==> src/rtl/core/descriptor_table_refcount_assert.svh <==
// Assertion macros for the descriptor table. Clock clk_i, reset rst_ni.
`ifndef DESCRIPTOR_TABLE_REFCOUNT_ASSERT_SVH
`define DESCRIPTOR_TABLE_REFCOUNT_ASSERT_SVH

`ifndef SYNTH
// Property that must hold at every clock edge out of reset.
`define DTR_ASSERT(lbl, prop, msg) \
  lbl: assert property (@(posedge clk_i) disable iff (!rst_ni) (prop)) else $error(msg);
// A condition that must be followed by another in the next cycle.
`define DTR_ASSERT_NEXT(lbl, pre, post, msg) \
  lbl: assert property (@(posedge clk_i) disable iff (!rst_ni) (pre) |=> (post)) \
    else $error(msg);
`else
`define DTR_ASSERT(lbl, prop, msg)
`define DTR_ASSERT_NEXT(lbl, pre, post, msg)
`endif

`endif

==> src/rtl/core/dtr_pkg.sv <==
package dtr_pkg;

  localparam int TableSizeDef = 8;
  localparam int MapW         = 7;   // 0 = closed, else description + 1
  localparam int CntW         = 7;
  localparam logic [CntW-1:0] CntMax = '1;

  typedef enum logic [1:0] {
    ReqOpen   = 2'd0,
    ReqClose  = 2'd1,
    ReqShare  = 2'd2,
    ReqLookup = 2'd3
  } req_e;

  typedef enum logic [1:0] {
    StOk       = 2'd0,
    StLimit    = 2'd1,
    StBadFd    = 2'd2,
    StOpenFail = 2'd3
  } status_e;

  typedef struct packed {
    req_e              req_type;
    logic signed [7:0] source_fd;
    logic signed [7:0] target_fd;
    logic              open_failed;
  } req_word_t;

  typedef struct packed {
    status_e    status;
    logic [6:0] result_fd;
    logic [5:0] description;
  } rsp_word_t;

  // controller -> datapath
  typedef struct packed {
    logic load;
    logic rd_src;
    logic rd_tgt;
    logic do_open;
    logic do_drop;
    logic do_add;
    logic set_rsp;
  } cmd_t;

  // datapath -> controller
  typedef struct packed {
    req_e req;
    logic src_ok;
    logic share_go;
    logic rsp_busy;
  } stat_t;

endpackage

==> src/rtl/core/dtr_datapath.sv <==
module dtr_datapath #(
  parameter int TableSize = dtr_pkg::TableSizeDef
) (
  input  logic              clk_i,
  input  logic              rst_ni,
  input  dtr_pkg::req_word_t in_word_i,
  input  dtr_pkg::cmd_t     cmd_i,
  output dtr_pkg::stat_t    stat_o,
  input  logic              out_stall_i,
  output logic              out_valid_o,
  output dtr_pkg::rsp_word_t out_word_o
);

  localparam int IdxW = $clog2(TableSize);
  localparam logic [7:0] SizeU8 = 8'(TableSize);
  localparam logic [dtr_pkg::MapW-1:0] SizeMap = dtr_pkg::MapW'(TableSize);

  // tables
  logic [dtr_pkg::MapW-1:0] map_q [TableSize];
  logic [dtr_pkg::CntW-1:0] cnt_q [TableSize];

  // request word
  dtr_pkg::req_e     req_q;
  logic signed [7:0] src_q, tgt_q;
  logic              ofail_q;

  // search results, latched at load
  logic [IdxW-1:0] free_idx_q, zero_idx_q;
  logic            free_any_q, zero_any_q;

  // source / target lookups
  logic              src_ok_q;
  logic [IdxW-1:0]   src_slot_q;
  logic              tgt_ok_q, tgt_used_q;
  dtr_pkg::status_e  tgt_err_q;
  logic [IdxW-1:0]   tgt_idx_q, tslot_q;

  logic               out_valid_q;
  dtr_pkg::rsp_word_t out_word_q;

  function automatic logic fd_in_range(logic signed [7:0] fd);
    return !fd[7] && ($unsigned(fd) < SizeU8);
  endfunction

  // lowest free descriptor and lowest unreferenced description
  logic [IdxW-1:0] free_idx, zero_idx;
  logic            free_any, zero_any;
  always_comb begin
    free_idx = '0;
    zero_idx = '0;
    free_any = 1'b0;
    zero_any = 1'b0;
    for (int i = TableSize - 1; i >= 0; i--) begin
      if (map_q[i] == '0) begin
        free_idx = IdxW'(i);
        free_any = 1'b1;
      end
      if (cnt_q[i] == '0) begin
        zero_idx = IdxW'(i);
        zero_any = 1'b1;
      end
    end
  end

  // target resolution
  logic            tgt_m1, tgt_ok, same;
  logic [IdxW-1:0] tgt_eff;
  assign tgt_m1  = (tgt_q == -8'sd1);
  assign tgt_eff = tgt_m1 ? free_idx : tgt_q[IdxW-1:0];
  assign tgt_ok  = tgt_m1 ? free_any : fd_in_range(tgt_q);
  assign same    = (tgt_eff == src_q[IdxW-1:0]);

  // single map read port, source or target
  logic                     src_range, rd_in, entry_ok;
  logic [IdxW-1:0]          rd_idx, entry_slot;
  logic [dtr_pkg::MapW-1:0] map_rd;
  assign src_range  = fd_in_range(src_q);
  assign rd_idx     = cmd_i.rd_tgt ? tgt_eff : src_q[IdxW-1:0];
  assign rd_in      = cmd_i.rd_tgt ? tgt_ok : src_range;
  assign map_rd     = rd_in ? map_q[rd_idx] : '0;
  assign entry_ok   = (map_rd != '0) && (map_rd <= SizeMap);
  assign entry_slot = IdxW'(map_rd - dtr_pkg::MapW'(1));

  assign stat_o.req      = req_q;
  assign stat_o.src_ok   = src_range && entry_ok;
  assign stat_o.share_go = tgt_ok && !same;
  assign stat_o.rsp_busy = out_valid_q && out_stall_i;

  always_ff @(posedge clk_i) begin
    if (cmd_i.load) begin
      req_q      <= in_word_i.req_type;
      src_q      <= in_word_i.source_fd;
      tgt_q      <= in_word_i.target_fd;
      ofail_q    <= in_word_i.open_failed;
      free_idx_q <= free_idx;
      free_any_q <= free_any;
      zero_idx_q <= zero_idx;
      zero_any_q <= zero_any;
    end
    if (cmd_i.rd_src) begin
      src_ok_q   <= src_range && entry_ok;
      src_slot_q <= entry_slot;
    end
    if (cmd_i.rd_tgt) begin
      tgt_ok_q   <= tgt_ok;
      tgt_err_q  <= tgt_m1 ? dtr_pkg::StLimit : dtr_pkg::StBadFd;
      tgt_idx_q  <= tgt_eff;
      tgt_used_q <= entry_ok;
      tslot_q    <= entry_slot;
    end
  end

  // table updates
  logic [IdxW-1:0] drop_slot;
  logic            drop_en;
  assign drop_slot = (req_q == dtr_pkg::ReqClose) ? src_slot_q : tslot_q;
  assign drop_en   = (req_q == dtr_pkg::ReqClose) || tgt_used_q;

  always_ff @(posedge clk_i or negedge rst_ni) begin
    if (!rst_ni) begin
      for (int i = 0; i < TableSize; i++) begin
        map_q[i] <= '0;
        cnt_q[i] <= '0;
      end
    end else begin
      if (cmd_i.do_open && free_any_q && zero_any_q && !ofail_q) begin
        cnt_q[zero_idx_q] <= dtr_pkg::CntW'(1);
        map_q[free_idx_q] <= dtr_pkg::MapW'(zero_idx_q) + dtr_pkg::MapW'(1);
      end
      if (cmd_i.do_drop) begin
        if (drop_en && cnt_q[drop_slot] != '0) begin
          cnt_q[drop_slot] <= cnt_q[drop_slot] - dtr_pkg::CntW'(1);
        end
        if (req_q == dtr_pkg::ReqClose) begin
          map_q[src_q[IdxW-1:0]] <= '0;
        end
      end
      if (cmd_i.do_add) begin
        map_q[tgt_idx_q] <= dtr_pkg::MapW'(src_slot_q) + dtr_pkg::MapW'(1);
        if (cnt_q[src_slot_q] != dtr_pkg::CntMax) begin
          cnt_q[src_slot_q] <= cnt_q[src_slot_q] + dtr_pkg::CntW'(1);
        end
      end
    end
  end

  // result word
  dtr_pkg::rsp_word_t rsp_d;
  always_comb begin
    rsp_d = '0;
    case (req_q)
      dtr_pkg::ReqOpen: begin
        if (!(free_any_q && zero_any_q)) begin
          rsp_d.status = dtr_pkg::StLimit;
        end else if (ofail_q) begin
          rsp_d.status = dtr_pkg::StOpenFail;
        end else begin
          rsp_d.status      = dtr_pkg::StOk;
          rsp_d.result_fd   = 7'(free_idx_q);
          rsp_d.description = 6'(zero_idx_q);
        end
      end
      dtr_pkg::ReqClose: begin
        rsp_d.status = src_ok_q ? dtr_pkg::StOk : dtr_pkg::StBadFd;
      end
      dtr_pkg::ReqShare: begin
        if (!src_ok_q) begin
          rsp_d.status = dtr_pkg::StBadFd;
        end else if (!tgt_ok_q) begin
          rsp_d.status = tgt_err_q;
        end else begin
          rsp_d.status    = dtr_pkg::StOk;
          rsp_d.result_fd = 7'(tgt_idx_q);
        end
      end
      dtr_pkg::ReqLookup: begin
        if (!src_ok_q) begin
          rsp_d.status = dtr_pkg::StBadFd;
        end else begin
          rsp_d.status      = dtr_pkg::StOk;
          rsp_d.description = 6'(src_slot_q);
        end
      end
      default: rsp_d = '0;
    endcase
  end

  always_ff @(posedge clk_i or negedge rst_ni) begin
    if (!rst_ni) begin
      out_valid_q <= 1'b0;
    end else if (cmd_i.set_rsp) begin
      out_valid_q <= 1'b1;
    end else if (!out_stall_i) begin
      out_valid_q <= 1'b0;
    end
  end

  always_ff @(posedge clk_i) begin
    if (cmd_i.set_rsp) begin
      out_word_q <= rsp_d;
    end
  end

  assign out_valid_o = out_valid_q;
  assign out_word_o  = out_word_q;

endmodule

==> src/rtl/core/dtr_ctrl.sv <==
module dtr_ctrl (
  input  logic           clk_i,
  input  logic           rst_ni,
  input  logic           in_valid_i,
  input  dtr_pkg::req_e  req_type_i,
  output logic           in_stall_o,
  input  dtr_pkg::stat_t stat_i,
  output dtr_pkg::cmd_t  cmd_o
);

  typedef enum logic [6:0] {
    StIdle = 7'b0000001,
    StSrc  = 7'b0000010,
    StTgt  = 7'b0000100,
    StOpen = 7'b0001000,
    StDrop = 7'b0010000,
    StAdd  = 7'b0100000,
    StFin  = 7'b1000000
  } state_e;

  state_e state_q, state_d;

  always_comb begin
    state_d = state_q;
    cmd_o   = '0;
    case (state_q)
      StIdle: begin
        if (in_valid_i) begin
          cmd_o.load = 1'b1;
          state_d    = (req_type_i == dtr_pkg::ReqOpen) ? StOpen : StSrc;
        end
      end
      StSrc: begin
        cmd_o.rd_src = 1'b1;
        state_d      = StFin;
        if (stat_i.src_ok) begin
          if (stat_i.req == dtr_pkg::ReqClose) begin
            state_d = StDrop;
          end else if (stat_i.req == dtr_pkg::ReqShare) begin
            state_d = StTgt;
          end
        end
      end
      StTgt: begin
        cmd_o.rd_tgt = 1'b1;
        state_d      = stat_i.share_go ? StDrop : StFin;
      end
      StOpen: begin
        cmd_o.do_open = 1'b1;
        state_d       = StFin;
      end
      StDrop: begin
        cmd_o.do_drop = 1'b1;
        state_d       = (stat_i.req == dtr_pkg::ReqShare) ? StAdd : StFin;
      end
      StAdd: begin
        cmd_o.do_add = 1'b1;
        state_d      = StFin;
      end
      StFin: begin
        // wait for the output register to free up
        if (!stat_i.rsp_busy) begin
          cmd_o.set_rsp = 1'b1;
          state_d       = StIdle;
        end
      end
      default: state_d = StIdle;
    endcase
  end

  always_ff @(posedge clk_i or negedge rst_ni) begin
    if (!rst_ni) begin
      state_q <= StIdle;
    end else begin
      state_q <= state_d;
    end
  end

  assign in_stall_o = (state_q != StIdle);

endmodule

==> src/rtl/core/descriptor_table_refcount.sv <==
// Channel  Dir  Handshake              Word
// in       in   in_valid_i/in_stall_o  req_word_t: req_type, source_fd, target_fd, open_failed
// out      out  out_valid_o/out_stall_i rsp_word_t: status, result_fd, description
//
// One request at a time, walked by a sequencer over one shared map read port
// and one count read-modify-write per cycle: open steps load, open, finish; lookup steps
// load, source read, finish; close adds a drop; share at most source read, target read, drop, add, finish.
// Reset (rst_ni, async, low) clears both tables at once: every descriptor closed.
// A result sits in the output register; the next request is taken while it
// waits, and the finish step holds only if the previous result is still stalled.

`include "descriptor_table_refcount_assert.svh"

module descriptor_table_refcount #(
  parameter int TableSize = dtr_pkg::TableSizeDef
) (
  input  logic               clk_i,
  input  logic               rst_ni,
  input  logic               in_valid_i,
  output logic               in_stall_o,
  input  dtr_pkg::req_word_t in_word_i,
  output logic               out_valid_o,
  input  logic               out_stall_i,
  output dtr_pkg::rsp_word_t out_word_o
);

  dtr_pkg::cmd_t  cmd;
  dtr_pkg::stat_t stat;

  // sequencer: one step per cycle but for a stalled finish, branching on the source/target checks
  dtr_ctrl u_ctrl (
    .clk_i      (clk_i),
    .rst_ni     (rst_ni),
    .in_valid_i (in_valid_i),
    .req_type_i (in_word_i.req_type),
    .in_stall_o (in_stall_o),
    .stat_i     (stat),
    .cmd_o      (cmd)
  );

  // tables, lowest-free searches, lookup registers and the output register
  dtr_datapath #(
    .TableSize (TableSize)
  ) u_datapath (
    .clk_i       (clk_i),
    .rst_ni      (rst_ni),
    .in_word_i   (in_word_i),
    .cmd_i       (cmd),
    .stat_o      (stat),
    .out_stall_i (out_stall_i),
    .out_valid_o (out_valid_o),
    .out_word_o  (out_word_o)
  );

  // a taken word always starts a walk, with the input stalled
  `DTR_ASSERT_NEXT(a_busy_after_accept, in_valid_i && !in_stall_o, in_stall_o, "accept not followed by busy")
  // returned indexes stay inside the table
  `DTR_ASSERT(a_rsp_in_range, !out_valid_o || (out_word_o.description < TableSize && out_word_o.result_fd < TableSize), "result index out of table")
  // a failed request returns zero fields
  `DTR_ASSERT(a_fail_zero, !out_valid_o || out_word_o.status == dtr_pkg::StOk || (out_word_o.result_fd == '0 && out_word_o.description == '0), "failed result carries data")

endmodule
==> config.mk <==
export PLATFORM = sky130hd
export DESIGN_NAME = descriptor_table_refcount
export DESIGN_NICKNAME = d
export VERILOG_FILES = /design/src/rtl/core/dtr_pkg.sv /design/src/rtl/core/dtr_datapath.sv /design/src/rtl/core/dtr_ctrl.sv /design/src/rtl/core/descriptor_table_refcount.sv
export VERILOG_INCLUDE_DIRS = /design/src /design/src/rtl/core
export SDC_FILE = /design/constraint.sdc
export NUM_CORES = 1
export LEC_CHECK = 0
export ABC_CLOCK_PERIOD_IN_PS = 5400
export BUFFER_PORTS_ARGS = -buffer_cell sky130_fd_sc_hd__buf_2
export CAP_MARGIN = 15
export CORE_MARGIN = 3
export CORE_UTILIZATION = 50
export DETAILED_ROUTE_END_ITERATION = 8
export PLACE_DENSITY = 0.76
export SETUP_SLACK_MARGIN = 0.2
export SLEW_MARGIN = 5
export SYNTH_ARGS = -nofsm -noshare
export SYNTH_HDL_FRONTEND = slang
export SYNTH_SLANG_ARGS = --single-unit
==> constraint.sdc <==
create_clock -name clk_i -period 5.4 [get_ports clk_i]
set_clock_uncertainty 0.15 [all_clocks]
set_input_delay 0 -clock clk_i [delete_from_list [all_inputs] [get_ports clk_i]]
set_output_delay 0 -clock clk_i [all_outputs]
set_load 0.02 [all_outputs]
### Word level (Yosys, flattened, before mapping)

Index checks and enable logic that the tools add are counted.

| cells by class | value |
|---|---|
| add/subtract/negate cells | 5 |
| order comparisons | 16 |
| equal/unequal tests | 17 |
| mux-type cells | 98 |
| bitwise logic cells | 12 |
| reduce and logical (&&, ||, !) cells | 48 |

Operators with widths:

| kind | count |
|---|---|
| 2-to-1 mux 56 bit | 9 |
| bitwise mux 56 bit | 4 |
| 2-to-1 mux 7 bit | 21 |
| demux 7 bit (select 3 bit) | 6 |
| logical NOT 7 bit | 16 |
| binary-select mux 7 bit (select 3 bit) | 3 |
| AND 56 bit | 1 |
| inverter 56 bit | 1 |
| 2-to-1 mux 3 bit | 17 |
| AND 48 bit | 1 |
| inverter 48 bit | 1 |
| one-hot mux 7 bit (6 select lines) | 1 |
| >= comparator 4 bit (second input constant) | 7 |
| inverter 3 -> 4 bit | 7 |
| less-than comparator 4 x 1 -> 1 bit (second input constant) | 6 |
| 2-to-1 mux 1 bit | 23 |
| logical AND 1 bit | 17 |
| less-than comparator 8 x 4 -> 1 bit (second input constant) | 2 |
| 2-to-1 mux 2 bit | 8 |
| one-hot mux 7 bit (2 select lines) | 1 |
| nonzero test 7 bit | 2 |
| 2-to-1 mux 13 bit | 1 |
| one-hot mux 6 bit (2 select lines) | 1 |
| 2-to-1 mux 9 bit | 1 |
| 30 further kinds | 39 |

| storage, ports and cells | value |
|---|---|
| register bits | 176 |
| input port bits | 23 |
| output and inout port bits | 17 |
| logic and storage cells | 234 |

### Logic depth before layout (Yosys ltp)

| depth | value |
|---|---|
| word-level depth | 21 |
| depth in mapped cells | 19 |
| gate-level depth less buffers | 16 |

### Hierarchy

From an unflattened synthesis, not the netlist that was laid out.

| second synthesis, totals | value |
|---|---|
| cells, all modules | 970 |
| area total of the unflattened synthesis | 9,965.8 um^2 |

Modules (own cells, without submodules):

| module | times used | cells each | area an instance (um^2) | seq. area each (um^2) |
|---|---|---|---|---|
| dtr_datapath | 1 | 914 | 9,482.8 | 4,299.1 |
| dtr_ctrl | 1 | 56 | 483.0 | 176.4 |

### Worst setup path after synthesis

No wires, ideal clock.

| path | value |
|---|---|
| kind | register to register |
| start point | reg u_datapath.req_q[1] |
| end point | reg u_datapath.cnt_q[46] in the netlist's numbering |
| library setup time | 0.145 ns |
| arrival | 3.821 ns |
| slack | 1.283 ns |
| stages on the path, launching flop included | 19 |
| cells stage by stage | edfxtp_1 -> inv_1 -> ha_1 -> buf_2 -> mux2i_1 -> buf_2 -> nand2_1 -> a32oi_1 -> o22ai_1 -> a31oi_1 -> inv_1 -> ha_1 -> a21boi_1 -> a41oi_2 -> nand2_1 -> nor3_2 -> and3b_1 -> nand2_1 -> o211ai_1 |

| on the way | value |
|---|---|
| cells in the longest elaborated chain, start to end | 13 |
| elaborated cells on any way between the ends | 21 |

Ends and longest elaborated chain:

| item | RTL line | RTL |
|---|---|---|
| from (decl) | dtr_datapath.sv:23 | `dtr_pkg::req_e req_q;` |
| from (signal assigned) | dtr_datapath.sv:91 | `req_q <= in_word_i.req_type;` |
| == test 2 x 1 -> 1 bit (*) | dtr_datapath.sv:116, dtr_datapath.sv:117 |  |
| 2-to-1 mux 3 bit | dtr_datapath.sv:116 | `assign drop_slot = (req_q == dtr_pkg::ReqClose) ? src_slot_q : tslot_q;` |
| inverter 3 -> 4 bit (implied by the code) | dtr_datapath.sv:131, dtr_datapath.sv:132 |  |
| binary-select mux 7 bit (select 3 bit), or another cell as far along | dtr_datapath.sv:131, dtr_datapath.sv:132 |  |
| 2-to-1 mux 7 bit (implied by the code) or logical AND 1 bit (tied branches) | dtr_datapath.sv:131, dtr_datapath.sv:132 |  |
| 2-to-1 mux 7 bit (on tied branches) | dtr_datapath.sv:131, dtr_datapath.sv:132 |  |
| subtractor 7 x 1 -> 7 bit, or another cell as far along | dtr_datapath.sv:132 | `cnt_q[drop_slot] <= cnt_q[drop_slot] - dtr_pkg::CntW'(1);` |
| bitwise mux 56 bit or logical AND 1 bit (tied branches) | dtr_datapath.sv:132, dtr_datapath.sv:131 |  |
| 2-to-1 mux 56 bit (*) | dtr_datapath.sv:131 | `if (drop_en && cnt_q[drop_slot] != '0) begin` |
| 2-to-1 mux 56 bit (*) | dtr_datapath.sv:130 | `if (cmd_i.do_drop) begin` |
| bitwise mux 56 bit | dtr_datapath.sv:141 | `cnt_q[src_slot_q] <= cnt_q[src_slot_q] + dtr_pkg::CntW'(1);` |
| 2-to-1 mux 56 bit | dtr_datapath.sv:140 | `if (cnt_q[src_slot_q] != dtr_pkg::CntMax) begin` |
| 2-to-1 mux 56 bit (*) | dtr_datapath.sv:138 | `if (cmd_i.do_add) begin` |
| to (signal, indexed assignment) | dtr_datapath.sv:127 | `cnt_q[zero_idx_q] <= dtr_pkg::CntW'(1);` |
| to (signal, indexed assignment) | dtr_datapath.sv:132 |  |
| to (signal, indexed assignment) | dtr_datapath.sv:141 |  |
| to (decl) | dtr_datapath.sv:20 | `logic [dtr_pkg::CntW-1:0] cnt_q [TableSize];` |

Every way passes the cells marked *; elsewhere a longest branch is shown, timed or not. The select of a mux whose other input is x is not followed.
A chain may end at the register's enable or synchronous reset.

### Worst setup path in the final report

| path | value |
|---|---|
| start point | reg u_datapath.req_q[1] |
| end point | reg u_datapath.cnt_q[31] in the netlist's numbering |

The elaborated chain is that of the path after synthesis.

==> key figures <==
GRT
  • Largest net degree at the start of global routing: 67
  • Initial antenna violation count: 0
  • GRT Overall Usage: 30.26%
  • GRT overflow: 0
  • First-pass GRT wire length: 50180 um
  • Vias in the first global route: 8599

Clock network
  • # Post-CTS Setup Buffers: 0
  • CTS Root Cell: clkbuf_16
  • Clock-pin transition on the worst setup and hold timing paths: 0.08 ns
  • Cts bufs inserted: 17
  • Clk sinks: 169
  • Bufs on Longest Clock Path: 2
  • CTS tree: yes
  • H-tree levels: 4
  • Worst skew pair latency: 0.45 ns

Route
  • Count of TritonRoute iterations in the first routing pass: 6
  • Vias: 8754
  • Met2 wire len: 14790 um
  • Iter 0 DRT Violations: 1048
  • DRC viols: 0
  • Avg WL per Cell: 23.92 um
  • Routed wire length: 32020 um
  • Routed length on met3: 2847 um
  • Max layer used: met4
  • Final ANT Viol Nets: 0
  • Wl on met1: 12810 um
  • Post-DR vias/cell: 6.538

Place
  • Post-DP Area: 0.01039 mm2
  • Post-DP HPWL: 23120 um
  • Port Buffers: 32
  • Routability cong.: 1.036

Setup path
  • CP cell instances: inv_1 -> ha_1 -> mux2_2 -> a32oi_1 -> o22ai_1 -> a31oi_1 -> inv_1 -> ha_1 -> a21boi_1 -> a41oi_2 -> nand4_1 -> a311o_1 -> a21boi_0
  • Largest stage delay, worst path: 0.56 ns
  • Bufs and invs on worst path: 2
  • Reg2reg start: u_datapath.req_q[1]$_DFFE_PP_
  • CP Data Required Time: 5.50 ns
  • Startpoint Class: flop
  • R2R depth: 13
  • Crit Path Max Fanout: 16
  • Worst R2R Setup Slack: 0.49 ns
  • CP Class: flop to flop
  • CP endpoint kind: flop
  • Cell family with most CP delay: compound AO/OA/AOI/OAI gates
  • Crit path arrival time: 5.00 ns
  • R2R Path End: u_datapath.cnt_q[31]$_DFF_PN0_
  • Slowest-stage cell, CP: mux2_2

Yosys
  • EDFF count, synth: 49
  • Top-area cell type share of the netlist area: 29.83%
  • Avg Inst Size Synth: 9.875 um2
  • Synth async-reset ratio: 71.01%
  • Yosys reg bits: 169
  • Number of library cell types mapped by synthesis: 92
  • Post-Synthesis Cell Area: 0.009983 mm2
  • Syn Inst Count: 1011
  • Post-synthesis sequential area ratio: 44.83%
  • Yosys Warn Count: 0
  • Primary FF master, synth: dfrtp_1
  • Synth area leaders: dfrtp_1 (30%), edfxtp_1 (15%), mux2i_1 (5.2%)
  • Cell accounting for the most synthesized area: dfrtp_1

Cells and area
  • Area Overhead vs Synth: 12.65%
  • Layout cells sized above 1: 13.22%
  • Final Cell Area: 0.01125 mm2
  • Antenna fix cells: 0
  • Post-layout util: 57.59%
  • Final #Nets: 1096

STA
  • Ratio of final minimum period to clock period: 90.85%
  • Worst Max-Slew Pin Slew: 1.211 ns
  • Final hold vios: 0
  • Fmax: 0.2038 GHz
  • Fin. max-slew vios: 0
  • Slew headroom: 19.00%
  • Final TNS setup: 0 ns
  • Final setup viols: 0
  • Final min period: 4.906 ns
  • Unrepaired setup endpoints after global routing: false

Pwr
  • PD cells: 324.3 mW/mm2
  • Leak pwr: 4.664 nW
  • IR Drop Worst-Case VDD: 0.2481 mV

Status
  • Status: complete, no violations

Floorplanning
  • Core ar.: 0.01953 mm2
  • Die width: 147.3 um
  • DIE AREA: 0.02170 mm2
  • Initial core utilization: 51.13%
  • Chip Height: 147.3 um
  • Top Ports: 40
  • Row count: 51

Run
  • MaxCap Viol Count: 0

Hold path
  • Hold Path Class: primary input to async pin
-- final cells by class --
cell class,instances,area (um2)
Clock buffer,17,425.4
Tap cell,265,331.6
Multi-Input combinational cell,778,5205
Inverter,21,78.83
Clock inverter,15,193.9
Timing Repair Buffer,74,535.5
Fill cell,1685,8280
Sequential cell,169,4476
-- registers in the layout, summed over array words and instances (netlist names), 7 cells and up --
register	count
u_datapath.out_word_o	8
u_datapath.src_q	8
u_datapath.cnt_q	56
u_datapath.tgt_q	8
u_datapath.map_q	56
u_ctrl.state_q	7
-- worst max-delay path by stage --
| stage | startpoint | end | slack, ns | cells after the start |
|---|---|---|---|---|
| 2_1_floorplan | u_datapath.req_q[1]$_DFFE_PP_ | u_datapath.cnt_q[46]$_DFF_PN0_ | 1.28 | 18 |
| 3_3_place_gp | u_datapath.req_q[1]$_DFFE_PP_ | u_datapath.cnt_q[31]$_DFF_PN0_ | 0.83 | 13 |
| 3_5_place_dp | u_datapath.req_q[1]$_DFFE_PP_ | u_datapath.cnt_q[31]$_DFF_PN0_ | 0.66 | 13 |
| 4_1_cts | u_datapath.req_q[1]$_DFFE_PP_ | u_datapath.cnt_q[31]$_DFF_PN0_ | 0.63 | 13 |
| 5_1_grt | u_datapath.req_q[1]$_DFFE_PP_ | u_datapath.cnt_q[31]$_DFF_PN0_ | 0.21 | 14 |
| 6_report | u_datapath.req_q[1]$_DFFE_PP_ | u_datapath.cnt_q[31]$_DFF_PN0_ | 0.49 | 13 |
-- through the flow --
| stage | power [mW] | cells | setup WS, ns | hold slack [ns] |
|---|---|---|---|---|
| after global placement | 2.333 | 1284 | 0.8252 | -0.02792 |
| after global routing | 3.780 | 1339 | 0.2136 | 0.06809 |
| after detailed placement | 2.338 | 1284 | 0.6647 | -0.03054 |
| final | 3.647 | 1339 | 0.4939 | 0.001381 |
| after CTS | 3.624 | 1339 | 0.6296 | 0.05500 |
| after floorplan | 2.054 | 1017 | 1.283 | -0.4456 |
-- layer usage --
layer	vias up	global-route usage, %
li1	3893	-
met1	4227	39.37
met2	511	47.81
met3	123	7.218
met4	0	14.73
met5	-	0
-- power by group --
| part | switching, mW | total [mW] | internal [mW] |
|---|---|---|---|
| clock network | 0.583 | 1.28 | 0.701 |
| logic | 0.532 | 0.794 | 0.262 |
| registers | 0.129 | 1.57 | 1.44 |
| total | 1.24 | 3.65 | 2.40 |
-- what timing repair did --
item	in CTS	in global routing
endpoints found under the hold margin	77	0
gates resized for setup	0	0
hold buffers	23	0
-- logic make-up after synthesis --
logic type	after synthesis	synth area share [%]
flops	169	44.83
mux	80	9.375
fa+ha+maj	12	1.504
buf+inv	70	3.321
xor+xnor	15	1.391
other cells	1	0.03756
compound gates	237	17.46
simple gates	427	22.08
-- synthesized netlist by cell type, drive strengths merged (7+ instances only) --
cell type / instances
a21boi: 8
a21o: 7
a21oi: 45
a221oi: 11
a22o: 7
a31oi: 13
and2: 37
and3: 30
buf: 31
clkbuf: 18
dfrtp: 119
edfxtp: 49
ha: 12
inv: 21
mux2: 19
mux2i: 53
mux4: 8
nand2: 101
nand3: 49
nand3b: 8
nand4: 9
nor2: 83
nor2b: 13
nor3: 40
nor4: 21
o211ai: 10
o21ai: 39
o22ai: 37
or2: 7
xnor2: 7
xor2: 8
-- layout by cell type, fill, tap and decap left out, types with 30 or more instances in the layout --
cell type	count
nand2_1	99
a21oi_1	45
dfrtp_1	119
and2_1	34
nor2_1	81
o21ai_0	36
mux2i_1	52
buf_2	31
nand3_1	49
edfxtp_1	49
o22ai_1	37
nor3_1	38
and3_1	30
-- worst reg2reg max path: cells and delay by family (launching register included) --
kind            cells  cell delay (ns)
fa+ha+maj           2             0.78
mux                 1             0.56
compound gates      7             1.86
flops               1             0.46
buf+inv             2             0.43
simple gates        1             0.48
No activity file was read; power rests on OpenSTA's default activity.
